$ cat config.mk
export PLATFORM = sky130hd
export DESIGN_NAME = disk_format_variant_scorer_core
export DESIGN_NICKNAME = d
export VERILOG_FILES = /design/src/hw/rtl/dfvs_pkg.sv /design/src/hw/rtl/dfvs_ctrl.sv /design/src/hw/rtl/dfvs_datapath.sv /design/src/hw/rtl/disk_format_variant_scorer_core.sv
export SDC_FILE = /design/constraint.sdc
export NUM_CORES = 1
export LEC_CHECK = 0
export BUFFER_PORTS_ARGS = -buffer_cell sky130_fd_sc_hd__buf_2
export CAP_MARGIN = 40
export CORE_AREA = 2 2 124 150
export CTS_BUF_LIST = sky130_fd_sc_hd__clkbuf_4 sky130_fd_sc_hd__clkbuf_8
export DETAILED_ROUTE_END_ITERATION = 8
export DIE_AREA = 0 0 126 152
export MAX_ROUTING_LAYER = met4
export PLACE_DENSITY = 0.67
export SETUP_SLACK_MARGIN = 0.3
export SLEW_MARGIN = 15
export SYNTH_ARGS = -nofsm -noshare
export SYNTH_HDL_FRONTEND = slang
export SYNTH_SLANG_ARGS = --single-unit
export TNS_END_PERCENT = 50
$ cat constraint.sdc
create_clock -name clk -period 7.9 [get_ports clk]
set_clock_uncertainty 0.15 [all_clocks]
set_input_delay 0.79 -clock clk [delete_from_list [all_inputs] [get_ports clk]]
set_output_delay 0.79 -clock clk [all_outputs]
set_load 0.03 [all_outputs]
$ cat src/hw/rtl/dfvs_pkg.sv
package dfvs_pkg;

	localparam int unsigned NUM_VARIANTS = 9;
	localparam int unsigned IDX_W        = 4;
	localparam int unsigned SCORE_W      = 6;

	localparam logic [IDX_W-1:0] LAST_IDX = IDX_W'(NUM_VARIANTS - 1);

	// boot signature constants
	localparam logic [15:0] TRAILER_SIG     = 16'h55AA;
	localparam logic [23:0] HEADER_SIG      = 24'h444F53;
	localparam logic [15:0] TRAILER_MIN_LEN = 16'd510 + 16'd2;
	localparam logic [15:0] HEADER_MIN_LEN  = 16'd3;
	localparam logic [15:0] TYPE_MIN_LEN    = 16'd4;

	// weights, units of 0.05
	localparam logic [SCORE_W-1:0] W_TRACKS  = 6'd5;
	localparam logic [SCORE_W-1:0] W_HEADS   = 6'd5;
	localparam logic [SCORE_W-1:0] W_SPT     = 6'd4;
	localparam logic [SCORE_W-1:0] W_SSZ     = 6'd4;
	localparam logic [SCORE_W-1:0] W_BITRATE = 6'd1;
	localparam logic [SCORE_W-1:0] W_RPM     = 6'd1;
	localparam logic [SCORE_W-1:0] W_SIG     = 6'd7;
	localparam logic [SCORE_W-1:0] W_TYPE    = 6'd8;
	localparam logic [SCORE_W-1:0] W_TYPE0   = 6'd2;

	localparam logic [SCORE_W-1:0] LOW_LIMIT = 6'd8;
	localparam logic [SCORE_W-1:0] AMBIG_GAP = 6'd3;

	typedef enum logic [1:0] {
		ST_OK       = 2'd0,
		ST_LOW      = 2'd1,
		ST_AMBIG    = 2'd2,
		ST_GEO_ONLY = 2'd3
	} status_t;

	typedef enum logic [1:0] {
		SIG_NONE    = 2'd0,
		SIG_TRAILER = 2'd1,
		SIG_HEADER  = 2'd2
	} sig_kind_t;

	typedef struct packed {
		logic        geometry_present;
		logic [7:0]  tracks;
		logic [7:0]  heads;
		logic [7:0]  track_sectors;
		logic [15:0] bytes_per_sector;
		logic [19:0] bitrate;
		logic [9:0]  rpm;
		logic        boot_present;
		logic [15:0] boot_length;
		logic [31:0] boot_head_word;
		logic [15:0] boot_tail_word;
	} in_item_t;

	typedef struct packed {
		logic               found;
		logic [IDX_W-1:0]   variant_index;
		logic [SCORE_W-1:0] confidence;
		logic [1:0]         status;
		logic               accepted;
	} out_item_t;

	typedef struct packed {
		logic [7:0]  trk;
		logic [7:0]  hds;
		logic [7:0]  spt;
		logic [15:0] ssz;
		logic [19:0] rate;
		logic [9:0]  spin;
		sig_kind_t   sig;
		logic        has_type;
		logic [7:0]  vol_type;
	} variant_t;

	// controller to datapath
	typedef struct packed {
		logic             load;
		logic             step;
		logic [IDX_W-1:0] idx;
		logic             finish;
	} dp_cmd_t;

	function automatic variant_t variant_rom(input logic [IDX_W-1:0] idx);
		variant_t v;
		unique case (idx)
			4'd0:    v = '{8'd40, 8'd2, 8'd9,  16'd512, 20'd250000, 10'd300,
				SIG_TRAILER, 1'b0, 8'd0};
			4'd1:    v = '{8'd80, 8'd2, 8'd9,  16'd512, 20'd250000, 10'd300,
				SIG_TRAILER, 1'b0, 8'd0};
			4'd2:    v = '{8'd80, 8'd2, 8'd15, 16'd512, 20'd500000, 10'd360,
				SIG_TRAILER, 1'b0, 8'd0};
			4'd3:    v = '{8'd80, 8'd2, 8'd18, 16'd512, 20'd500000, 10'd300,
				SIG_TRAILER, 1'b0, 8'd0};
			4'd4:    v = '{8'd80, 8'd2, 8'd11, 16'd512, 20'd250000, 10'd300,
				SIG_HEADER, 1'b1, 8'd0};
			4'd5:    v = '{8'd80, 8'd2, 8'd11, 16'd512, 20'd250000, 10'd300,
				SIG_HEADER, 1'b1, 8'd1};
			4'd6:    v = '{8'd80, 8'd2, 8'd11, 16'd512, 20'd250000, 10'd300,
				SIG_HEADER, 1'b1, 8'd2};
			4'd7:    v = '{8'd35, 8'd1, 8'd16, 16'd256, 20'd250000, 10'd300,
				SIG_NONE, 1'b0, 8'd0};
			4'd8:    v = '{8'd35, 8'd1, 8'd21, 16'd256, 20'd250000, 10'd300,
				SIG_NONE, 1'b0, 8'd0};
			default: v = '{8'd0, 8'd0, 8'd0, 16'd0, 20'd0, 10'd0,
				SIG_NONE, 1'b0, 8'd0};
		endcase
		return v;
	endfunction

endpackage

$ cat src/hw/rtl/dfvs_ctrl.sv
module dfvs_ctrl (
	input  logic             clk,
	input  logic             arst_n,
	input  logic             in_valid,
	output logic             in_ready,
	output logic             out_valid,
	input  logic             out_ready,
	output dfvs_pkg::dp_cmd_t cmd
);
	import dfvs_pkg::*;

	typedef enum logic [1:0] {
		S_IDLE,
		S_SCORE,
		S_DONE
	} state_t;

	state_t           state_q;
	logic [IDX_W-1:0] idx_q;
	logic             out_valid_q;
	logic             out_free;

	assign in_ready  = (state_q == S_IDLE);
	assign out_valid = out_valid_q;
	assign out_free  = !out_valid_q || out_ready;

	always_comb begin
		cmd.load   = in_valid && (state_q == S_IDLE);
		cmd.step   = (state_q == S_SCORE);
		cmd.idx    = idx_q;
		cmd.finish = (state_q == S_DONE) && out_free;
	end

	always_ff @(posedge clk or negedge arst_n) begin
		if (!arst_n) begin
			state_q     <= S_IDLE;
			idx_q       <= '0;
			out_valid_q <= 1'b0;
		end else begin
			if ((state_q == S_DONE) && out_free)
				out_valid_q <= 1'b1;
			else if (out_valid_q && out_ready)
				out_valid_q <= 1'b0;
			unique case (state_q)
				S_IDLE: begin
					if (in_valid) begin
						state_q <= S_SCORE;
						idx_q   <= '0;
					end
				end
				S_SCORE: begin
					if (idx_q == LAST_IDX)
						state_q <= S_DONE;
					else
						idx_q <= idx_q + 1'b1;
				end
				S_DONE: begin
					if (out_free)
						state_q <= S_IDLE;
				end
				default: state_q <= S_IDLE;
			endcase
		end
	end

	// scan starts at the first table entry
	a_load_starts_scan: assert property (@(posedge clk) disable iff (!arst_n)
		cmd.load |=> (cmd.step && cmd.idx == '0))
		else $error("scan did not start at entry zero");

	// a result is never written over one that is still waiting
	a_no_overwrite: assert property (@(posedge clk) disable iff (!arst_n)
		cmd.finish |-> (!out_valid_q || out_ready))
		else $error("pending result overwritten");

	a_finish_shows: assert property (@(posedge clk) disable iff (!arst_n)
		cmd.finish |=> out_valid_q)
		else $error("finished result not presented");

endmodule

$ cat src/hw/rtl/dfvs_datapath.sv
module dfvs_datapath (
	input  logic               clk,
	input  logic               arst_n,
	input  dfvs_pkg::dp_cmd_t  cmd,
	input  dfvs_pkg::in_item_t in_data,
	output dfvs_pkg::out_item_t out_data
);
	import dfvs_pkg::*;

	// captured item
	logic        geo_q;
	logic [7:0]  trk_q;
	logic [7:0]  hds_q;
	logic [7:0]  spt_q;
	logic [15:0] ssz_q;
	logic [19:0] rate_q;
	logic [9:0]  spin_q;
	logic        trailer_ok_q;
	logic        header_ok_q;
	logic        type_valid_q;
	logic [7:0]  vtype_q;

	// running best and second best
	logic [SCORE_W-1:0] best_q;
	logic [SCORE_W-1:0] second_q;
	logic [IDX_W-1:0]   best_idx_q;
	logic               best_mark_q;

	out_item_t out_q;

	variant_t           v;
	logic [SCORE_W-1:0] score;
	logic               mark;
	logic               hdr_ok;
	status_t            status;
	logic [SCORE_W-1:0] gap;

	assign hdr_ok = in_data.boot_present && (in_data.boot_length >= HEADER_MIN_LEN)
		&& (in_data.boot_head_word[31:8] == HEADER_SIG);

	always_comb begin
		v     = variant_rom(cmd.idx);
		score = '0;
		mark  = 1'b0;
		if (geo_q) begin
			if (trk_q == v.trk)   score = score + W_TRACKS;
			if (hds_q == v.hds)   score = score + W_HEADS;
			if (spt_q == v.spt)   score = score + W_SPT;
			if (ssz_q == v.ssz)   score = score + W_SSZ;
			if (rate_q == v.rate) score = score + W_BITRATE;
			if (spin_q == v.spin) score = score + W_RPM;
		end
		if ((v.sig == SIG_TRAILER && trailer_ok_q) || (v.sig == SIG_HEADER && header_ok_q)) begin
			score = score + W_SIG;
			mark  = 1'b1;
		end
		if (v.has_type && type_valid_q) begin
			if (v.vol_type == vtype_q) begin
				score = score + W_TYPE;
				mark  = 1'b1;
			end else if (v.vol_type == 8'd0) begin
				score = score + W_TYPE0;
			end
		end
	end

	always_comb begin
		gap = best_q - second_q;
		priority if (best_q < LOW_LIMIT)
			status = ST_LOW;
		else if (second_q != '0 && gap < AMBIG_GAP)
			status = ST_AMBIG;
		else if (!best_mark_q && geo_q)
			status = ST_GEO_ONLY;
		else
			status = ST_OK;
	end

	always_ff @(posedge clk) begin
		if (cmd.load) begin
			geo_q        <= in_data.geometry_present;
			trk_q        <= in_data.tracks;
			hds_q        <= in_data.heads;
			spt_q        <= in_data.track_sectors;
			ssz_q        <= in_data.bytes_per_sector;
			rate_q       <= in_data.bitrate;
			spin_q       <= in_data.rpm;
			trailer_ok_q <= in_data.boot_present
				&& (in_data.boot_length >= TRAILER_MIN_LEN)
				&& (in_data.boot_tail_word == TRAILER_SIG);
			header_ok_q  <= hdr_ok;
			type_valid_q <= hdr_ok && (in_data.boot_length >= TYPE_MIN_LEN);
			vtype_q      <= in_data.boot_head_word[7:0];
			best_q       <= '0;
			second_q     <= '0;
			best_idx_q   <= '0;
			best_mark_q  <= 1'b0;
		end else if (cmd.step) begin
			// strictly greater wins, ties keep the earlier entry
			if (score > best_q) begin
				second_q    <= best_q;
				best_q      <= score;
				best_idx_q  <= cmd.idx;
				best_mark_q <= mark;
			end else if (score > second_q) begin
				second_q <= score;
			end
		end
		if (cmd.finish) begin
			out_q.found         <= (best_q != '0);
			out_q.variant_index <= best_idx_q;
			out_q.confidence    <= best_q;
			out_q.status        <= status;
			out_q.accepted      <= (status != ST_LOW);
		end
	end

	assign out_data = out_q;

	a_order_kept: assert property (@(posedge clk) disable iff (!arst_n)
		$past(cmd.step) |-> (best_q >= second_q))
		else $error("second best above best");

	a_found_conf: assert property (@(posedge clk) disable iff (!arst_n)
		$past(cmd.finish) |-> (out_q.found == (out_q.confidence != '0)))
		else $error("found flag disagrees with confidence");

	a_accept_flag: assert property (@(posedge clk) disable iff (!arst_n)
		$past(cmd.finish) |-> (out_q.accepted == (out_q.status != ST_LOW)))
		else $error("accepted flag disagrees with status");

endmodule

$ cat src/hw/rtl/disk_format_variant_scorer_core.sv
// operation: each accepted item is scored against the nine rom entries in turn
//   (nine scoring steps, then the decision state); the decision waits while a
//   previous result is still untaken. The single scoring unit walks the
//   rom one entry per cycle; a new item is accepted only back in idle
// reset: arst_n asynchronously clears the controller state and out_valid;
//   the datapath registers hold no reset value and are loaded per item
module disk_format_variant_scorer_core (
	input  logic                clk,
	input  logic                arst_n,
	input  logic                in_valid,
	output logic                in_ready,
	input  dfvs_pkg::in_item_t  in_data,
	output logic                out_valid,
	input  logic                out_ready,
	output dfvs_pkg::out_item_t out_data
);
	import dfvs_pkg::*;

	// command bundle from the sequencer into the scoring datapath
	dp_cmd_t cmd;

	// sequencer: idle -> nine rom steps -> decision, waits while the
	// output register still holds an untaken transaction
	dfvs_ctrl u_ctrl (
		.clk       (clk),
		.arst_n    (arst_n),
		.in_valid  (in_valid),
		.in_ready  (in_ready),
		.out_valid (out_valid),
		.out_ready (out_ready),
		.cmd       (cmd)
	);

	// datapath: captured item, per-entry scorer, best/second tracking,
	// status decision and the output register
	dfvs_datapath u_dp (
		.clk      (clk),
		.arst_n   (arst_n),
		.cmd      (cmd),
		.in_data  (in_data),
		.out_data (out_data)
	);

endmodule
# --- After elaboration in Yosys (flattened, before gate mapping) ---
# Memories as Yosys holds them, arrays and structs flattened.
# Index checks and enable logic that the tools add are counted.
word_totals:
  wordCells: 121
  in_bits: 140
  regBits: 120
  rom_bits: 576
  out_inout_bits: 16
  memories: 1
memory_table:
  columns: ["name", "depth", "width", "rd", "rd_ports_with_merged_regs", "write_ports", "line", "source"]
  rows:
  - ["(name not given)", 16, 36, 1, 0, 0, "dfvs_pkg.sv:87", "unique case (idx)"]
op_classes:
  order_cmp: 7
  n_eq_ne: 19
  n_mux: 33
  add_sub_neg: 10
  n_reduce_logical: 28
ops:
  columns: ["operator", "count"]
  rows:
  - ["2-to-1 mux 6 bit", 17]
  - ["== test 8 bit", 4]
  - ["adder 6 x 3 -> 6 bit, second input constant", 4]
  - ["== test 24 x 23 -> 1 bit, second input constant", 1]
  - ["== test 20 bit", 1]
  - ["== test 16 x 15 -> 1 bit, second input constant", 1]
  - ["== test 16 bit", 1]
  - ["greater-or-equal comparator 16 x 10 -> 1 bit, second input constant", 1]
  - ["greater-or-equal comparator 16 x 2 -> 1 bit, second input constant", 1]
  - ["greater-or-equal comparator 16 x 3 -> 1 bit, second input constant", 1]
  - ["logical AND 1 bit", 13]
  - ["adder 6 x 1 -> 6 bit, second input constant", 2]
  - ["greater-than comparator 6 bit", 2]
  - ["2-to-1 mux 2 bit", 6]
  - ["nonzero test 6 bit", 2]
  - ["== test 10 bit", 1]
  - ["logical NOT 8 bit", 1]
  - ["2-to-1 mux 4 bit", 2]
  - ["case mux 4 bit (2 select lines)", 1]
  - ["adder 6 x 2 -> 6 bit, second input constant", 1]
  - ["adder 6 x 4 -> 6 bit, second input constant", 1]
  - ["< comparator 6 x 2 -> 1 bit, second input constant", 1]
  - ["< comparator 6 x 4 -> 1 bit, second input constant", 1]
  - ["inequality test 2 x 1 -> 1 bit, second input constant", 3]
  - ["15 further kinds", 28]

# --- Longest topological paths before layout ---
# Gate-level depths: netlist of the first run.
# An unclocked memory read counts as a cell.
depth:
  ltp_word: 28
  depth_mapped: 35
  ltp_nobuf: 33

# --- Hierarchy ---
# From an unflattened synthesis of the first run, not the netlist that was laid out.
unflattened:
  hier_cells: 523
  hier_area_um2: 6154.7
by_module_without_submodules:
  columns: ["mod", "cells_each", "area_each_um2", "instances", "seq_area_each_um2"]
  rows:
  - ["dfvs_datapath", 485, 5760.5, 1, 3223.1]
  - ["dfvs_ctrl", 38, 394.1, 1, 175.2]

# --- Least setup slack after synthesis of the first run ---
# No wires, ideal clock.
synth_timing:
  path_type: "register -> register"
  from: "register u_ctrl.idx_q[0]"
  to: "register u_dp.best_q[2]"
  setup_ns: 0.250
  setup_slack_ns: 0.814
  period_less_slack_ns: 7.086
  arrival_time_ns: 6.686
  n_path_buf: 3
  path_stages_with_launch: 32
  required_time_ns: 7.500
  path_cell_list: "dfrtp_1 inv_1 ha_1 and3b_1 or2_2 nor3_1 nor2_1 or4_1 ha_1 clkbuf_1 xnor2_1 inv_1 ha_1 nand2_1 or3_1 a221o_1 mux2_2 xnor2_1 ha_1 inv_1 nor2_1 xnor2_1 xnor2_1 ha_1 and4_1 a32oi_1 and2_1 clkbuf_1 clkbuf_1 nor2_1 a21oi_1 nor2_1"
synth_via:
  elab_chain_cells: 27
  elab_cells_between_ends: 41
  classes_between: "add/sub (8); order compare (1); eq/ne (9); mux (16); reduce/logical (6); memory (1)"
synth_rtl:
  columns: ["item", "line", "source"]
  rows:
  - ["start, declared", "dfvs_ctrl.sv:19", "logic [IDX_W-1:0] idx_q;"]
  - ["start signal, assigned", "dfvs_ctrl.sv:55", "idx_q <= idx_q + 1'b1;"]
  - ["memory (16 x 36 bit) (*)", null, null]
  - ["== test 8 bit", "dfvs_datapath.sv:46", "if (trk_q == v.trk) score = score + W_TRACKS;"]
  - ["2-to-1 mux 3 bit", "dfvs_datapath.sv:46", null]
  - ["2-to-1 mux 6 bit", "dfvs_datapath.sv:45", "if (geo_q) begin"]
  - ["adder 6 x 3 -> 6 bit", "dfvs_datapath.sv:47", "if (hds_q == v.hds) score = score + W_HEADS;"]
  - ["2-to-1 mux 6 bit", "dfvs_datapath.sv:47", null]
  - ["2-to-1 mux 6 bit", "dfvs_datapath.sv:45", null]
  - ["adder 6 x 3 -> 6 bit", "dfvs_datapath.sv:48", "if (spt_q == v.spt) score = score + W_SPT;"]
  - ["[12 not listed]", null, null]
  - ["2-to-1 mux 6 bit", "dfvs_datapath.sv:53", "if ((v.sig == SIG_TRAILER && trailer_ok_q) || (v.sig == SIG_HEADER && header_ok_q)) begin"]
  - ["adder 6 x 2 -> 6 bit", "dfvs_datapath.sv:62", "score = score + W_TYPE0;"]
  - ["2-to-1 mux 6 bit", "dfvs_datapath.sv:61", "end else if (v.vol_type == 8'd0) begin"]
  - ["2-to-1 mux 6 bit", "dfvs_datapath.sv:58", "if (v.vol_type == vtype_q) begin"]
  - ["2-to-1 mux 6 bit (*)", "dfvs_datapath.sv:57", "if (v.has_type && type_valid_q) begin"]
  - ["net u_dp.score[5]", "dfvs_datapath.sv:32", "logic [SCORE_W-1:0] score;"]
  - ["greater-than comparator 6 bit (*)", "dfvs_datapath.sv:100", "if (score > best_q) begin"]
  - ["AND reduction 2 bit (no source line) (*)", null, null]
  - ["end signal, assigned", "dfvs_datapath.sv:102", "best_q <= score;"]
  - ["end, declared", "dfvs_datapath.sv:24", "logic [SCORE_W-1:0] best_q;"]
# Mark *: on every way through the listed nets, which the timed path passes. The rest lies on a longest branch. The select of a mux whose other input is x is not followed.
# A chain may end at the register's enable or synchronous reset.

# --- Worst setup path in the final report of the first run ---
layout_timing:
  from: "register u_ctrl.idx_q[0]"
  to: "register u_dp.second_q[2]"
layout_via:
  elab_chain_cells: 28
  elab_cells_between_ends: 45
  classes_between: "add/sub (8); order compare (2); eq/ne (9); mux (18); reduce/logical (7); memory (1)"
layout_rtl:
  columns: ["item", "line", "source"]
  rows:
  - ["memory (16 x 36 bit) (*)", null, null]
  - ["== test 8 bit", "dfvs_datapath.sv:46", null]
  - ["2-to-1 mux 3 bit", "dfvs_datapath.sv:46", null]
  - ["2-to-1 mux 6 bit", "dfvs_datapath.sv:45", null]
  - ["adder 6 x 3 -> 6 bit", "dfvs_datapath.sv:47", null]
  - ["2-to-1 mux 6 bit", "dfvs_datapath.sv:47", null]
  - ["2-to-1 mux 6 bit", "dfvs_datapath.sv:45", null]
  - ["adder 6 x 3 -> 6 bit", "dfvs_datapath.sv:48", null]
  - ["[13 not listed]", null, null]
  - ["adder 6 x 2 -> 6 bit", "dfvs_datapath.sv:62", null]
  - ["2-to-1 mux 6 bit", "dfvs_datapath.sv:61", null]
  - ["2-to-1 mux 6 bit", "dfvs_datapath.sv:58", null]
  - ["2-to-1 mux 6 bit (*)", "dfvs_datapath.sv:57", null]
  - ["net u_dp.score[4]", "dfvs_datapath.sv:32", null]
  - ["greater-than comparator 6 bit, on equally long branches", "dfvs_datapath.sv:105, dfvs_datapath.sv:100", null]
  - ["nonzero test 2 bit (no source line)", null, null]
  - ["AND reduction 2 bit (no source line)", null, null]
  - ["end signal, assigned", "dfvs_datapath.sv:101", "second_q <= best_q;"]
  - ["end signal, assigned", "dfvs_datapath.sv:106", "second_q <= score;"]
  - ["end, declared", "dfvs_datapath.sv:25", "logic [SCORE_W-1:0] second_q;"]
# Marked as above.

==> metrics.log, run 1 <==
INFO  metric outcome = complete, no violations
INFO  metric count_of_hold_buffers_inserted_by_post_cts_repair = 0
INFO  metric die_area = 19200 µm²
INFO  metric timing.critical_path.max_delay_family = simple AND/OR/NAND/NOR gates
INFO  metric cts_root_buf = clkbuf_8
INFO  metric min_period_over_period = about nine tenths
INFO  metric synthesis.yosys.warnings = 0
INFO  metric synth_enable_flop_cells = 96
INFO  metric most_prevalent_standard_cell_on_the_critical_path = ha_1
INFO  metric io_buffer_count = around 160
INFO  metric slew_violations = 0
INFO  metric antenna_diode_count = 0
INFO  metric detail_route.wl_per_cell = ~15 µm
INFO  metric flops_latches_synth = 120
INFO  metric category_of_the_worst_setup_path_launch_point = flip-flop
INFO  metric proportion_of_layout_cells_with_a_drive_suffix_above_1 = between 30% and 40%
INFO  metric dieHeight = 152 µm
INFO  metric dpl.hpwl = 10.6 mm
INFO  metric number_of_antenna_violations_at_the_first_check_in_global_routing = 0
INFO  metric nets_in_the_synthesized_netlist = 690
INFO  metric regArea = 3400 µm²
INFO  metric setup_total_negative_slack = 0 ns
INFO  metric total_gr_overflow = 0
INFO  metric maxClockFrequency = 0.141 GHz
INFO  metric die-width = between 100 and 150 µm
INFO  metric total_power = 2.21 mW
INFO  metric timing_hold_violations_final = 0
INFO  metric finish.net_count = 861
INFO  metric critical_path.n_buffers_inverters = 4
INFO  metric numCtsBuffers = 17
INFO  metric required = 8.10 ns
INFO  metric grt_pass1_wl = 21.8 mm
INFO  metric startpoint_to_endpoint_class_of_the_critical_path = reg -> reg
INFO  metric cts_clk_pin_slew_worst_paths = 0.07 ns
INFO  metric max-vdd-ir-drop = 0.115 mV
INFO  metric synth_async_sr_flop_share = 5.83%
INFO  metric detail-route-antenna-nets = 0
INFO  metric layout_min_cycle_time = approximately 7 ns
INFO  metric timing.slew.headroom = between 50% and 60%
INFO  metric layout_filler_cell_count = 1749
INFO  metric synthToLayoutAreaGrowth = 23.9%
INFO  metric report.final.setup_viol = 0
INFO  metric layout_common_cells = buf_2, edfxtp_1, nor2_1, inv_1, ha_1
INFO  metric slowest_stage = or4_1
INFO  metric clkSinkCount = 120
INFO  metric number_of_h_tree_levels = 4
INFO  metric grt_pass1_vias = 4659
INFO  metric worst_r2r_path_depth = 28
INFO  metric power.density = between 200 and 300 nW/µm²
INFO  metric postSynth.topFlopCell = edfxtp_1
INFO  metric max_stage_delay_on_crit_path = 0.52 ns
INFO  metric drt_drc_violations_left = 0
INFO  metric boundaryPins = 156
INFO  metric num_rows = 54
INFO  metric tritoncts = built
INFO  metric final_common_cell = buf_2
INFO  metric worst_slew_pin_slew = approximately 0.71 ns
INFO  metric hold_class = in -> async
INFO  metric vias = 4570
INFO  metric total_leakage_power = roughly 3 nW
INFO  metric setup.worst_path.end = u_dp.second_q[2]$_SDFFE_PP0P_
INFO  metric netlist-cell-type-count = slightly above 70
INFO  metric synth_area = 6060 µm²
INFO  metric post_synth_inst_count = ~520
INFO  metric yosysSeqAreaShare = 56.0%
INFO  metric critical_path_endpoint_category = flip-flop
INFO  metric maximum_number_of_pins_on_one_net_before_global_route_repair = 60
INFO  metric path_depth = 28
INFO  metric initial_utilization = 34.0%
INFO  metric area_used_by_multi_input_combinational_logic = 2500 µm²
INFO  metric grtUsageTotal = 15.0%
INFO  metric routed_wirelength = 13.6 mm
INFO  metric finalCoreUtilization = 42.1%
INFO  metric timing.critical_path.arrival = 7.31 ns
INFO  metric critPathMaxFanout = 9
INFO  metric ff2ff_setup_slack = 0.79 ns
INFO  metric weighted_congestion_reported_at_the_end_of_routability_driven_placement = a little under 0.9
INFO  metric core_area = 17800 µm²
INFO  metric post_drt_via_cell_ratio = 4.94
INFO  metric clock_path_buffers = 2
INFO  metric worst_r2r_src = u_ctrl.idx_q[0]$_DFFE_PN0P_
INFO  metric rr_endpoint = u_dp.second_q[2]$_SDFFE_PP0P_
INFO  metric drt_pass1_iterations = 4
INFO  metric grt_setup_unrepaired = false
INFO  metric crit_start = u_ctrl.idx_q[0]$_DFFE_PN0P_
INFO  metric post_syn_area_per_cell = 11.7 µm²
INFO  metric initialDrtViolationCount = 220
INFO  metric clk-insertion-delay-late = 0.44 ns
INFO  metric timing.max_cap.violations = 0
==> registers in the layout (all words and copies together), names as in the netlist <==
register / count
u_ctrl.idx_q: 4
u_ctrl.out_valid: 1
u_ctrl.state_q: 2
u_dp.best_idx_q: 4
u_dp.best_mark_q: 1
u_dp.best_q: 6
u_dp.geo_q: 1
u_dp.hds_q: 8
u_dp.header_ok_q: 1
u_dp.out_data: 14
u_dp.rate_q: 20
u_dp.second_q: 6
u_dp.spin_q: 10
u_dp.spt_q: 8
u_dp.ssz_q: 16
u_dp.trailer_ok_q: 1
u_dp.trk_q: 8
u_dp.type_valid_q: 1
u_dp.vtype_q: 8
==> layout make-up <==
type / count / area share [%]
clock buffers: 21 / 3.60
clock inverters: 11 / 1.35
inverters: 32 / 1.60
multi-input cells: 353 / 33.3
flip-flops and latches: 120 / 45.2
well taps: 224 / 3.73
repair buffers: 164 / 11.2
==> worst min-delay path by stage <==
| stage | end | slack (ns) | cells past startpoint |
|---|---|---|---|
| floorplan | u_dp.out_data[10]$_DFFE_PP_ | 0.26 | 0 |
| global placement | u_dp.out_data[11]$_DFFE_PP_ | 0.28 | 0 |
| detailed placement | u_dp.out_data[12]$_DFFE_PP_ | 0.28 | 0 |
| CTS | u_ctrl.out_valid$_DFFE_PN0P_ | 0.01 | 1 |
| global route | u_ctrl.state_q[0]$_DFFE_PN0P_ | 0.007 | 1 |
| finish | u_ctrl.state_q[0]$_DFFE_PN0P_ | 0.03 | 1 |
==> cells in the mapped netlist (all sizes together), types with 4 or more instances <==
cell type / number / share of area, %
a211oi: 11 / 1.4
a21o: 4 / 0.50
a21oi: 23 / 1.9
and2: 4 / 0.41
and3: 5 / 0.52
clkbuf: 9 / 0.56
dfrtp: 7 / 2.9
dfxtp: 17 / 5.6
edfxtp: 96 / 48
ha: 32 / 6.6
inv: 32 / 2.0
mux2: 4 / 0.74
mux2i: 14 / 2.3
nand2: 25 / 1.5
nand2b: 10 / 1.0
nand3: 8 / 0.66
nand3b: 5 / 0.62
nand4: 10 / 1.0
nor2: 51 / 3.2
nor2b: 8 / 0.83
nor3: 14 / 1.3
nor3b: 4 / 0.50
nor4: 14 / 1.5
nor4bb: 4 / 0.66
o21a: 5 / 0.74
o21ai: 16 / 1.3
or3: 8 / 0.91
or4: 8 / 1.1
xnor2: 13 / 1.9
xor2: 10 / 1.4
==> worst reg2reg max path: cells and delay by family (launching register included) <==
| kind | cells | cell delay (ns) |
|---|---|---|
| flops | 1 | 0.49 |
| mux | 1 | 0.40 |
| buf+inv | 4 | 0.63 |
| simple gates | 8 | 1.68 |
| compound gates | 7 | 1.16 |
| fa+ha+maj | 5 | 1.54 |
| xor+xnor | 3 | 0.96 |
==> layer usage <==
layer | GRT usage, % | part of all wire (%) | up-vias
li1 | - | - | 2293
met4 | 5.23 | 1.5 | 0
met2 | 27.0 | 54 | 139
met1 | 15.5 | 40 | 2117
met3 | 4.01 | 4.7 | 21
met5 | - | 0 | -
==> kinds of logic (layout without fill, tap and decap cells) <==
family                     Yosys count  count (layout)  share of synthesized area, %
DFF                                120             120                          56.0
buffers and inverters               44             228                          2.93
and+or+nand+nor                    187             187                          17.0
xor gates and xnor gates            23              23                          3.32
adders and majority gates           33              33                          6.93
AOI/OAI and AO/OA                   92              92                          10.7
muxes                               18              18                          3.05
==> timing repair <==
action | in CTS | in global routing
gates resized for setup | 0 | 4
setup buffers | 0 | 0
setup endpoints to repair | 0 | 16
==> power by group <==
group | internal (mW) | switching [mW]
Combinational | 0.337 | 0.468
Clock | 0.267 | 0.245
Sequential | 0.818 | 0.0715
Total | 1.42 | 0.785
==> through the flow <==
stage                     setup slack, ns  cell area (µm²)  hold slack (ns)  std cells
final                               0.791             7520           0.0266        925
after global routing                0.319             7520          0.00656        925
after CTS                           0.518             7500          0.00954        925
after detailed placement            0.605             7130            0.282        893
after global placement              0.597             7120            0.280        891
after floorplan                     0.814             6060            0.258        517
Power figures use the tool's default switching activity.
==> run 2, diff against run 1 <==
--- a/config.mk
+++ b/config.mk
@@ -5,14 +5,15 @@
 export SDC_FILE = /design/constraint.sdc
 export NUM_CORES = 1
 export LEC_CHECK = 0
+export ABC_AREA = 1
 export BUFFER_PORTS_ARGS = -buffer_cell sky130_fd_sc_hd__buf_2
 export CAP_MARGIN = 40
-export CORE_AREA = 2 2 124 150
+export CORE_AREA = 2 2 127 154
 export CTS_BUF_LIST = sky130_fd_sc_hd__clkbuf_4 sky130_fd_sc_hd__clkbuf_8
 export DETAILED_ROUTE_END_ITERATION = 8
-export DIE_AREA = 0 0 126 152
+export DIE_AREA = 0 0 129 156
 export MAX_ROUTING_LAYER = met4
-export PLACE_DENSITY = 0.67
+export PLACE_DENSITY = 0.66
 export SETUP_SLACK_MARGIN = 0.3
 export SLEW_MARGIN = 15
 export SYNTH_ARGS = -nofsm -noshare
==> constraint.sdc (replaced) <==
create_clock -name clk -period 9.2 [get_ports clk]
set_clock_uncertainty 0.15 [all_clocks]
set_input_delay 0.92 -clock clk [delete_from_list [all_inputs] [get_ports clk]]
set_output_delay 0.92 -clock clk [all_outputs]
set_load 0.03 [all_outputs]
==> run 2 against run 1 <==
Net effect: total power shrank 4.3%; non-clock buffer count fell by 6; die area is 5.1% higher; count of clock-buffer cells in the layout fell by 3; combinational power fell by 0.6%; highest routed layer unchanged; synthesized cell count increased by 31%; synthesized area increased by 5.6%; worst hold slack improved by 0.13 ns; routed wire length hardly changed; register-to-register slack better by 0.63 ns; sequential share of layout area decreased by 2.5 points; clock power is 2% higher.
==> metrics.log, run 2 <==
INFO  metric total_gr_overflow = 0 (unchanged)
INFO  metric postSynth.topFlopCell = edfxtp_1 (unchanged)
INFO  metric nets_in_the_synthesized_netlist = 850 (was 690)
INFO  metric top_register = u_dp.rate_q (unchanged)
INFO  metric rr_endpoint = u_dp.second_q[4]$_SDFFE_PP0P_ (was u_dp.second_q[2]$_SDFFE_PP0P_)
INFO  metric report.final.setup_viol = 0 (unchanged)
INFO  metric max_stage_delay_on_crit_path = 0.58 ns (was 0.52 ns)
INFO  metric timing_hold_violations_final = 0 (unchanged)
INFO  metric cts_clk_pin_slew_worst_paths = 0.07 ns (about the same)
INFO  metric largest_register_ff_count = 20 (unchanged)
INFO  metric synth_async_sr_flop_share = 5.83% (unchanged)
INFO  metric timing.max_cap.violations = 0 (unchanged)
INFO  metric layout_min_cycle_time = 7.78 ns (was 7.11 ns)
INFO  metric post_cts_resized = 0 (unchanged)
INFO  metric number_of_h_tree_levels = 4 (unchanged)
INFO  metric min_period_over_period = 84.6% (was 90.0%)
INFO  metric netlist.top_cell.by_area = edfxtp_1 (unchanged)
INFO  metric antenna_diode_count = 0 (unchanged)
INFO  metric timing.slew.headroom = 53.5% (was 52.4%)
INFO  metric post_drt_via_cell_ratio = 4.54 (was 4.94)
INFO  metric grt_setup_unrepaired = false (unchanged)
INFO  metric finish.net_count = 1023 (was 861)
INFO  metric detail_route.wl_per_cell = 12.2 µm (was 14.7 µm)
INFO  metric outcome = complete, no violations (unchanged)
INFO  metric num_rows = 55 (was 54)
INFO  metric ff2ff_setup_slack = 1.42 ns (was 0.79 ns)
INFO  metric post-cts-setup-buffers = 0 (unchanged)
INFO  metric grt_pass1_wl = 21.9 mm (was 21.8 mm)
INFO  metric worst_r2r_src = u_ctrl.idx_q[1]$_DFFE_PN0P_ (was u_ctrl.idx_q[0]$_DFFE_PN0P_)
INFO  metric category_of_the_worst_setup_path_launch_point = flip-flop (unchanged)
INFO  metric post_syn_area_per_cell = 9.46 µm² (was 11.7 µm²)
INFO  metric io_buffer_count = 155 (unchanged)
INFO  metric setup_ws = 1.42 ns (was 0.791 ns)
INFO  metric total_power = 2.11 mW (was 2.21 mW)
INFO  metric slew_violations = 0 (unchanged)
INFO  metric drt_pass1_iterations = 7 (was 4)
INFO  metric setup_total_negative_slack = 0 ns (unchanged)
INFO  metric netlist-cell-type-count = 51 (was 71)
INFO  metric proportion_of_layout_cells_with_a_drive_suffix_above_1 = 27.9% (was 30.7%)
INFO  metric max-vdd-ir-drop = 0.142 mV (was 0.115 mV)
INFO  metric slowest_stage = nor2_1 (was or4_1)
INFO  metric layout_common_cells = buf_2, nand2_1, inv_1, edfxtp_1, nor2_1 (was buf_2, edfxtp_1, nor2_1, inv_1, ha_1)
INFO  metric detail-route-antenna-nets = 0 (unchanged)
INFO  metric die-width = 129 µm (was 126 µm)
INFO  metric synth_enable_flop_cells = 96 (unchanged)
INFO  metric initial_utilization = 34.3% (was 34.0%)
INFO  metric dpl.hpwl = 10.7 mm (was 10.6 mm)
INFO  metric numCtsBuffers = 17 (unchanged)
INFO  metric maxClockFrequency = 0.128 GHz (was 0.141 GHz)
INFO  metric tritoncts = built (unchanged)
INFO  metric yosysSeqAreaShare = 53.1% (was 56.0%)
INFO  metric synthMostInstantiatedCell = nand2_1 (was edfxtp_1)
INFO  metric boundaryPins = 156 (unchanged)
INFO  metric initialDrtViolationCount = 248 (was 220)
INFO  metric dieHeight = 156 µm (was 152 µm)
INFO  metric synthToLayoutAreaGrowth = 24.3% (was 23.9%)
INFO  metric required = 9.41 ns (was 8.10 ns)
INFO  metric most_prevalent_standard_cell_on_the_critical_path = nand2_1 (was ha_1)
INFO  metric clkSinkCount = 120 (unchanged)
INFO  metric routed_wirelength = 13.6 mm (about the same)
INFO  metric ys_top_cells_by_area = edfxtp_1, nand2_1, ha_1 (was edfxtp_1, ha_1, dfxtp_1)
INFO  metric hold_class = in -> async (unchanged)
INFO  metric startpoint_to_endpoint_class_of_the_critical_path = reg -> reg (unchanged)
INFO  metric clk-insertion-delay-late = 0.44 ns (about the same)
INFO  metric weighted_congestion_reported_at_the_end_of_routability_driven_placement = 0.921 (was 0.892)
INFO  metric grt_pass1_vias = 4850 (was 4659)
INFO  metric die_area = 20100 µm² (was 19200 µm²)
INFO  metric vias = 5076 (was 4570)
INFO  metric critical_path.n_buffers_inverters = 9 (was 4)
INFO  metric total_leakage_power = 3.59 nW (was 3.06 nW)
INFO  metric flops_latches_synth = 120 (unchanged)
INFO  metric timing.critical_path.max_delay_family = simple AND/OR/NAND/NOR gates (unchanged)
INFO  metric worst_r2r_path_depth = 42 (was 28)
INFO  metric cts_root_buf = clkbuf_8 (unchanged)
INFO  metric post_synth_inst_count = 677 (was 517)
INFO  metric final_common_cell = buf_2 (unchanged)
INFO  metric number_of_antenna_violations_at_the_first_check_in_global_routing = 0 (unchanged)
INFO  metric timing.critical_path.arrival = 8.00 ns (was 7.31 ns)
INFO  metric preCtsSetupSlack = 1.43 ns (was 0.605 ns)
INFO  metric count_of_hold_buffers_inserted_by_post_cts_repair = 0 (unchanged)
INFO  metric synthesis.yosys.warnings = 0 (unchanged)
INFO  metric power.density = 265 nW/µm² (was 294 nW/µm²)
INFO  metric clock_path_buffers = 2 (unchanged)
INFO  metric critical_path_endpoint_category = flip-flop (unchanged)
INFO  metric worst_slew_pin_slew = 0.694 ns (was 0.714 ns)
INFO  metric synth_area = 6400 µm² (was 6060 µm²)
INFO  metric drt_drc_violations_left = 0 (unchanged)
INFO  metric core_area = 18600 µm² (was 17800 µm²)
INFO  metric critPathMaxFanout = 14 (was 9)
INFO  metric synth.top_cell.area_share = 45.0% (was 47.5%)
INFO  metric grtUsageTotal = 14.4% (was 15.0%)
INFO  metric maximum_number_of_pins_on_one_net_before_global_route_repair = 74 (was 60)
INFO  metric post_synth_most_frequent_cells = nand2_1, inv_1, edfxtp_1 (was edfxtp_1, nor2_1, ha_1, inv_1, nand2_1)
[run 2: changes by cell type in the layout (fill, tap and decap cells not counted), sizes merged, moves of 6 or more]
cell    before  now
inv         33  108
o21ai       16   40
nor2        51   66
or3          8    0
xnor2       13    5
or4          8    1
a211oi      11    0
nor2b        8    0
nand3        8   45
buf        164  158
nand2       25  147
nand2b      10    0
mux2i       14    0
[run 2: logic make-up after synthesis]
logic type / Yosys count / share of synthesized area, %
AO/OA/AOI/OAI: 85 / 7.52
adder cells (fa/ha/maj): 33 / 6.57
buffers and inverters: 111 / 6.64
flip-flops: 120 / 53.1
AND/OR/NAND/NOR: 312 / 23.9
XOR/XNOR: 16 / 2.31
[run 2: where the power goes]
part	leakage [nW]	switching [mW]	internal (mW)
Combinational	2.26	0.514	0.286
Sequential	1.11	0.0740	0.717
Clock	0.215	0.221	0.300
[run 2: worst max path at each step]
stage | startpoint | endpoint | cells past startpoint
after floorplan | u_ctrl.idx_q[1]$_DFFE_PN0P_ | u_dp.second_q[4]$_SDFFE_PP0P_ | 43
after global placement | u_ctrl.idx_q[1]$_DFFE_PN0P_ | u_dp.second_q[4]$_SDFFE_PP0P_ | 42
after detailed placement | u_ctrl.idx_q[1]$_DFFE_PN0P_ | u_dp.second_q[4]$_SDFFE_PP0P_ | 42
after CTS | u_ctrl.idx_q[1]$_DFFE_PN0P_ | u_dp.second_q[4]$_SDFFE_PP0P_ | 42
after global routing | u_ctrl.idx_q[1]$_DFFE_PN0P_ | u_dp.second_q[4]$_SDFFE_PP0P_ | 42
final | u_ctrl.idx_q[1]$_DFFE_PN0P_ | u_dp.second_q[4]$_SDFFE_PP0P_ | 42
[run 2: metal layers]
layer | up-vias | GRT usage, % | routed length (µm)
met5 | - | - | 0
met4 | 0 | 5.85 | 271
met3 | 17 | 3.70 | 722
met2 | 133 | 24.6 | 7040
met1 | 2292 | 16.0 | 5570
li1 | 2634 | - | -
[run 2: final cells by class]
class / instances / area [µm²]
clock buffer: 18 / 241
sequential: 120 / 3400
fill: 1821 / 10700
tap: 256 / 320
multi-input combinational: 446 / 2580
clock inverter: 14 / 196
timing repair buffer: 158 / 818
inverter: 107 / 403
[run 2: stage by stage]
stage | hold slack [ns] | std cells | cell area [µm²] | util [%]
after detailed placement | 0.263 | 1086 | 7490 | 40.2
after global routing | 0.138 | 1119 | 7960 | 42.7
final | 0.155 | 1119 | 7960 | 42.7
after global placement | 0.269 | 1085 | 7480 | 40.1
after floorplan | 0.253 | 677 | 6400 | -
after CTS | 0.127 | 1118 | 7930 | 42.5
==> run 3, diff against run 2 <==
--- a/config.mk
+++ b/config.mk
@@ -5,15 +5,15 @@
 export SDC_FILE = /design/constraint.sdc
 export NUM_CORES = 1
 export LEC_CHECK = 0
-export ABC_AREA = 1
+export ABC_AREA = 0
 export BUFFER_PORTS_ARGS = -buffer_cell sky130_fd_sc_hd__buf_2
 export CAP_MARGIN = 40
-export CORE_AREA = 2 2 127 154
+export CORE_AREA = 2 2 124 150
 export CTS_BUF_LIST = sky130_fd_sc_hd__clkbuf_4 sky130_fd_sc_hd__clkbuf_8
 export DETAILED_ROUTE_END_ITERATION = 8
-export DIE_AREA = 0 0 129 156
+export DIE_AREA = 0 0 126 152
 export MAX_ROUTING_LAYER = met4
-export PLACE_DENSITY = 0.66
+export PLACE_DENSITY = 0.67
 export SETUP_SLACK_MARGIN = 0.3
 export SLEW_MARGIN = 15
 export SYNTH_ARGS = -nofsm -noshare
==> constraint.sdc (replaced) <==
create_clock -name clk -period 7.8 [get_ports clk]
set_clock_uncertainty 0.15 [all_clocks]
set_input_delay 0.78 -clock clk [delete_from_list [all_inputs] [get_ports clk]]
set_output_delay 0.78 -clock clk [all_outputs]
set_load 0.03 [all_outputs]
==> run 3 against run 2 <==
Net effect: setup slack worse by 0.57 ns; critical endpoint is now u_dp.best_idx_q[0]$_SDFFE_PP0P_; utilization fell by 0.14 points; register-to-register slack got worse by 0.57 ns; critical path depth is 14 lower.
==> metrics.log, run 3 (synthesis results as in run 1) <==
INFO  metric critPathMaxFanout = 14 (unchanged)
INFO  metric number_of_antenna_violations_at_the_first_check_in_global_routing = 0 (unchanged)
INFO  metric initialDrtViolationCount = 323 (was 248)
INFO  metric initial_utilization = 34.0% (was 34.3%)
INFO  metric finish.net_count = 864 (was 1023)
INFO  metric layout_min_cycle_time = 6.96 ns (was 7.78 ns)
INFO  metric largest_register_ff_count = 20 (unchanged)
INFO  metric synthToLayoutAreaGrowth = 25.1% (was 24.3%)
INFO  metric maximum_number_of_pins_on_one_net_before_global_route_repair = 60 (was 74)
INFO  metric vias = 4597 (was 5076)
INFO  metric slowest_stage = or4_1 (was nor2_1)
INFO  metric worst_slew_pin_slew = 0.718 ns (was 0.694 ns)
INFO  metric min_delay_path_depth = 0
INFO  metric num_rows = 54 (was 55)
INFO  metric slew_violations = 0 (unchanged)
INFO  metric timing.slew.headroom = 52.2% (was 53.5%)
INFO  metric report.final.setup_viol = 0 (unchanged)
INFO  metric grt_pass1_vias = 4704 (was 4850)
INFO  metric drt_drc_violations_left = 0 (unchanged)
INFO  metric min_period_over_period = 89.2% (was 84.6%)
INFO  metric die-width = 126 µm (was 129 µm)
INFO  metric cts_clk_pin_slew_worst_paths = 0.07 ns (about the same)
INFO  metric worst_r2r_src = u_ctrl.idx_q[0]$_DFFE_PN0P_ (was u_ctrl.idx_q[1]$_DFFE_PN0P_)
INFO  metric p_sw_share = 35.0% (was 38.3%)
INFO  metric max-vdd-ir-drop = 0.109 mV (was 0.142 mV)
INFO  metric detail_route.wl_per_cell = 15.0 µm (was 12.2 µm)
INFO  metric clk-insertion-delay-late = 0.44 ns (about the same)
INFO  metric power.density = 305 nW/µm² (was 265 nW/µm²)
INFO  metric ff2ff_setup_slack = 0.84 ns (was 1.42 ns)
INFO  metric startpoint_to_endpoint_class_of_the_critical_path = reg -> reg (unchanged)
INFO  metric tritoncts = built (unchanged)
INFO  metric min_from = u_dp.best_idx_q[2]$_SDFFE_PP0P_
INFO  metric max_stage_delay_on_crit_path = 0.53 ns (was 0.58 ns)
INFO  metric most_prevalent_standard_cell_on_the_critical_path = ha_1 (was nand2_1)
INFO  metric antenna_diode_count = 0 (unchanged)
INFO  metric clock_path_buffers = 2 (unchanged)
INFO  metric grt_pass1_wl = 22.3 mm (was 21.9 mm)
INFO  metric grtUsageTotal = 15.3% (was 14.4%)
INFO  metric dieHeight = 152 µm (was 156 µm)
INFO  metric drt_pass1_iterations = 4 (was 7)
INFO  metric numCtsBuffers = 17 (unchanged)
INFO  metric number_of_h_tree_levels = 4 (unchanged)
INFO  metric dp_cells = 895 (was 1086)
INFO  metric cts_root_buf = clkbuf_8 (unchanged)
INFO  metric hold_class = reg -> reg (was in -> async)
INFO  metric boundaryPins = 156 (unchanged)
INFO  metric post_drt_via_cell_ratio = 4.95 (was 4.54)
INFO  metric top_register = u_dp.rate_q (unchanged)
INFO  metric weighted_congestion_reported_at_the_end_of_routability_driven_placement = 0.909 (was 0.921)
INFO  metric outcome = complete, no violations (unchanged)
INFO  metric total_leakage_power = 3.09 nW (was 3.59 nW)
INFO  metric grt_setup_unrepaired = false (unchanged)
INFO  metric clkSinkCount = 120 (unchanged)
INFO  metric required = 7.95 ns (was 9.41 ns)
INFO  metric die_area = 19200 µm² (was 20100 µm²)
INFO  metric worst_r2r_path_depth = 28 (was 42)
INFO  metric timing.max_cap.violations = 0 (unchanged)
INFO  metric power_frac_seq = 39.0% (was 37.5%)
INFO  metric setup_total_negative_slack = 0 ns (unchanged)
INFO  metric rr_endpoint = u_dp.best_idx_q[0]$_SDFFE_PP0P_ (was u_dp.second_q[4]$_SDFFE_PP0P_)
INFO  metric detail-route-antenna-nets = 0 (unchanged)
INFO  metric post-cts-setup-buffers = 0 (unchanged)
INFO  metric comb_power_share = 36.1% (was 37.9%)
INFO  metric core_area = 17800 µm² (was 18600 µm²)
INFO  metric maxClockFrequency = 0.144 GHz (was 0.128 GHz)
INFO  metric power.switching = 808 µW (was 809 µW)
INFO  metric critical_path_endpoint_category = flip-flop (unchanged)
INFO  metric final_instance_count_without_filler_cells = 928 (was 1119)
INFO  metric layout_common_cells = buf_2, edfxtp_1, nor2_1, inv_1, ha_1 (was buf_2, nand2_1, inv_1, edfxtp_1, nor2_1)
INFO  metric int_power = 1.50 mW (was 1.30 mW)
INFO  metric timing.critical_path.arrival = 7.10 ns (was 8.00 ns)
INFO  metric routed_wirelength = 14.0 mm (was 13.6 mm)
INFO  metric hold_path_end = u_dp.out_data[11]$_DFFE_PP_
INFO  metric dpl.hpwl = 10.8 mm (was 10.7 mm)
INFO  metric proportion_of_layout_cells_with_a_drive_suffix_above_1 = 31.0% (was 27.9%)
INFO  metric total_gr_overflow = 0 (unchanged)
INFO  metric io_buffer_count = 155 (unchanged)
INFO  metric category_of_the_worst_setup_path_launch_point = flip-flop (unchanged)
INFO  metric final_common_cell = buf_2 (unchanged)
INFO  metric timing_hold_violations_final = 0 (unchanged)
INFO  metric clock_power_share = 24.9% (was 24.7%)
## run 3: cell types whose count changed in the layout (fill, tap and decap cells not counted), moves of 10 or more
cell      previous run  this run
o21ai_0             36        13
nand2_1            129        25
nand2_2             15         0
inv_1               99        32
nand3_1             35         8
nand3_2             10         0
nand2b_1             0        10
mux2i_1              0        14
a211oi_1             0        10
## run 3: cell type report
| cell class | instances | area (µm²) |
|---|---|---|
| Fill cell | 1758 | 10300 |
| Sequential cell | 120 | 3400 |
| Multi-Input combinational cell | 353 | 2510 |
| Timing Repair Buffer | 167 | 866 |
| Tap cell | 224 | 280 |
| Clock buffer | 20 | 256 |
| Clock inverter | 12 | 153 |
| Inverter | 32 | 120 |
## run 3: through the flow
stage,area (µm²),power (mW),utilization (%),setup WS (ns),hold WS [ns]
after floorplan,6060,1.50,-,0.714,0.258
final,7590,2.31,42.5,0.844,0.297
after CTS,7560,2.33,42.4,0.537,0.297
after detailed placement,7150,1.74,40.1,0.558,0.274
after global routing,7590,2.49,42.5,0.313,0.323
after global placement,7130,1.72,40.0,0.560,0.276
## run 3: per-layer routing
metal	part of all wire, %	vias up	track usage (%)
li1	-	2301	-
met1	39	2130	16.2
met2	54	144	27.5
met3	5.1	22	3.49
met4	2.0	0	6.17
met5	0	-	-
## run 3: worst max-delay path by stage
stage                           startpoint                         endpoint  slack (ns)  cells past startpoint
2_1_floorplan  u_ctrl.idx_q[0]$_DFFE_PN0P_      u_dp.best_q[2]$_SDFFE_PP0P_        0.71                     31
3_3_place_gp   u_ctrl.idx_q[1]$_DFFE_PN0P_    u_dp.second_q[0]$_SDFFE_PP0P_        0.56                     28
3_5_place_dp   u_ctrl.idx_q[1]$_DFFE_PN0P_  u_dp.best_idx_q[2]$_SDFFE_PP0P_        0.56                     28
4_1_cts        u_ctrl.idx_q[1]$_DFFE_PN0P_  u_dp.best_idx_q[0]$_SDFFE_PP0P_        0.54                     28
5_1_grt        u_ctrl.idx_q[0]$_DFFE_PN0P_  u_dp.best_idx_q[0]$_SDFFE_PP0P_        0.31                     28
6_report       u_ctrl.idx_q[0]$_DFFE_PN0P_  u_dp.best_idx_q[0]$_SDFFE_PP0P_        0.84                     28
## run 3: critical path, delay by kind of cell, from the launching register on
kind,cells,cell delay (ns)
buffers and inverters,4,0.42
AOI/OAI and AO/OA,2,0.52
and+or+nand+nor,11,2.49
DFF,1,0.48
adders and majority gates,5,1.35
xor gates and xnor gates,4,0.90
muxes,2,0.52
## run 3: repair_timing
item / 4_1_cts / 5_1_grt
hold buffers: 1 / 0
resized for setup: 0 / 6
hold endpoints to repair: 1 / 0
endpoints found under the setup margin: 0 / 16
## run 3: power groups by stage
stage | clock [mW] | combinational, mW | sequential (mW)
after global placement | 0 | 0.805 | 0.913
after CTS | 0.596 | 0.836 | 0.902
after global routing | 0.625 | 0.946 | 0.918
final | 0.575 | 0.835 | 0.902
after detailed placement | 0 | 0.828 | 0.916
after floorplan | 0 | 0.602 | 0.898
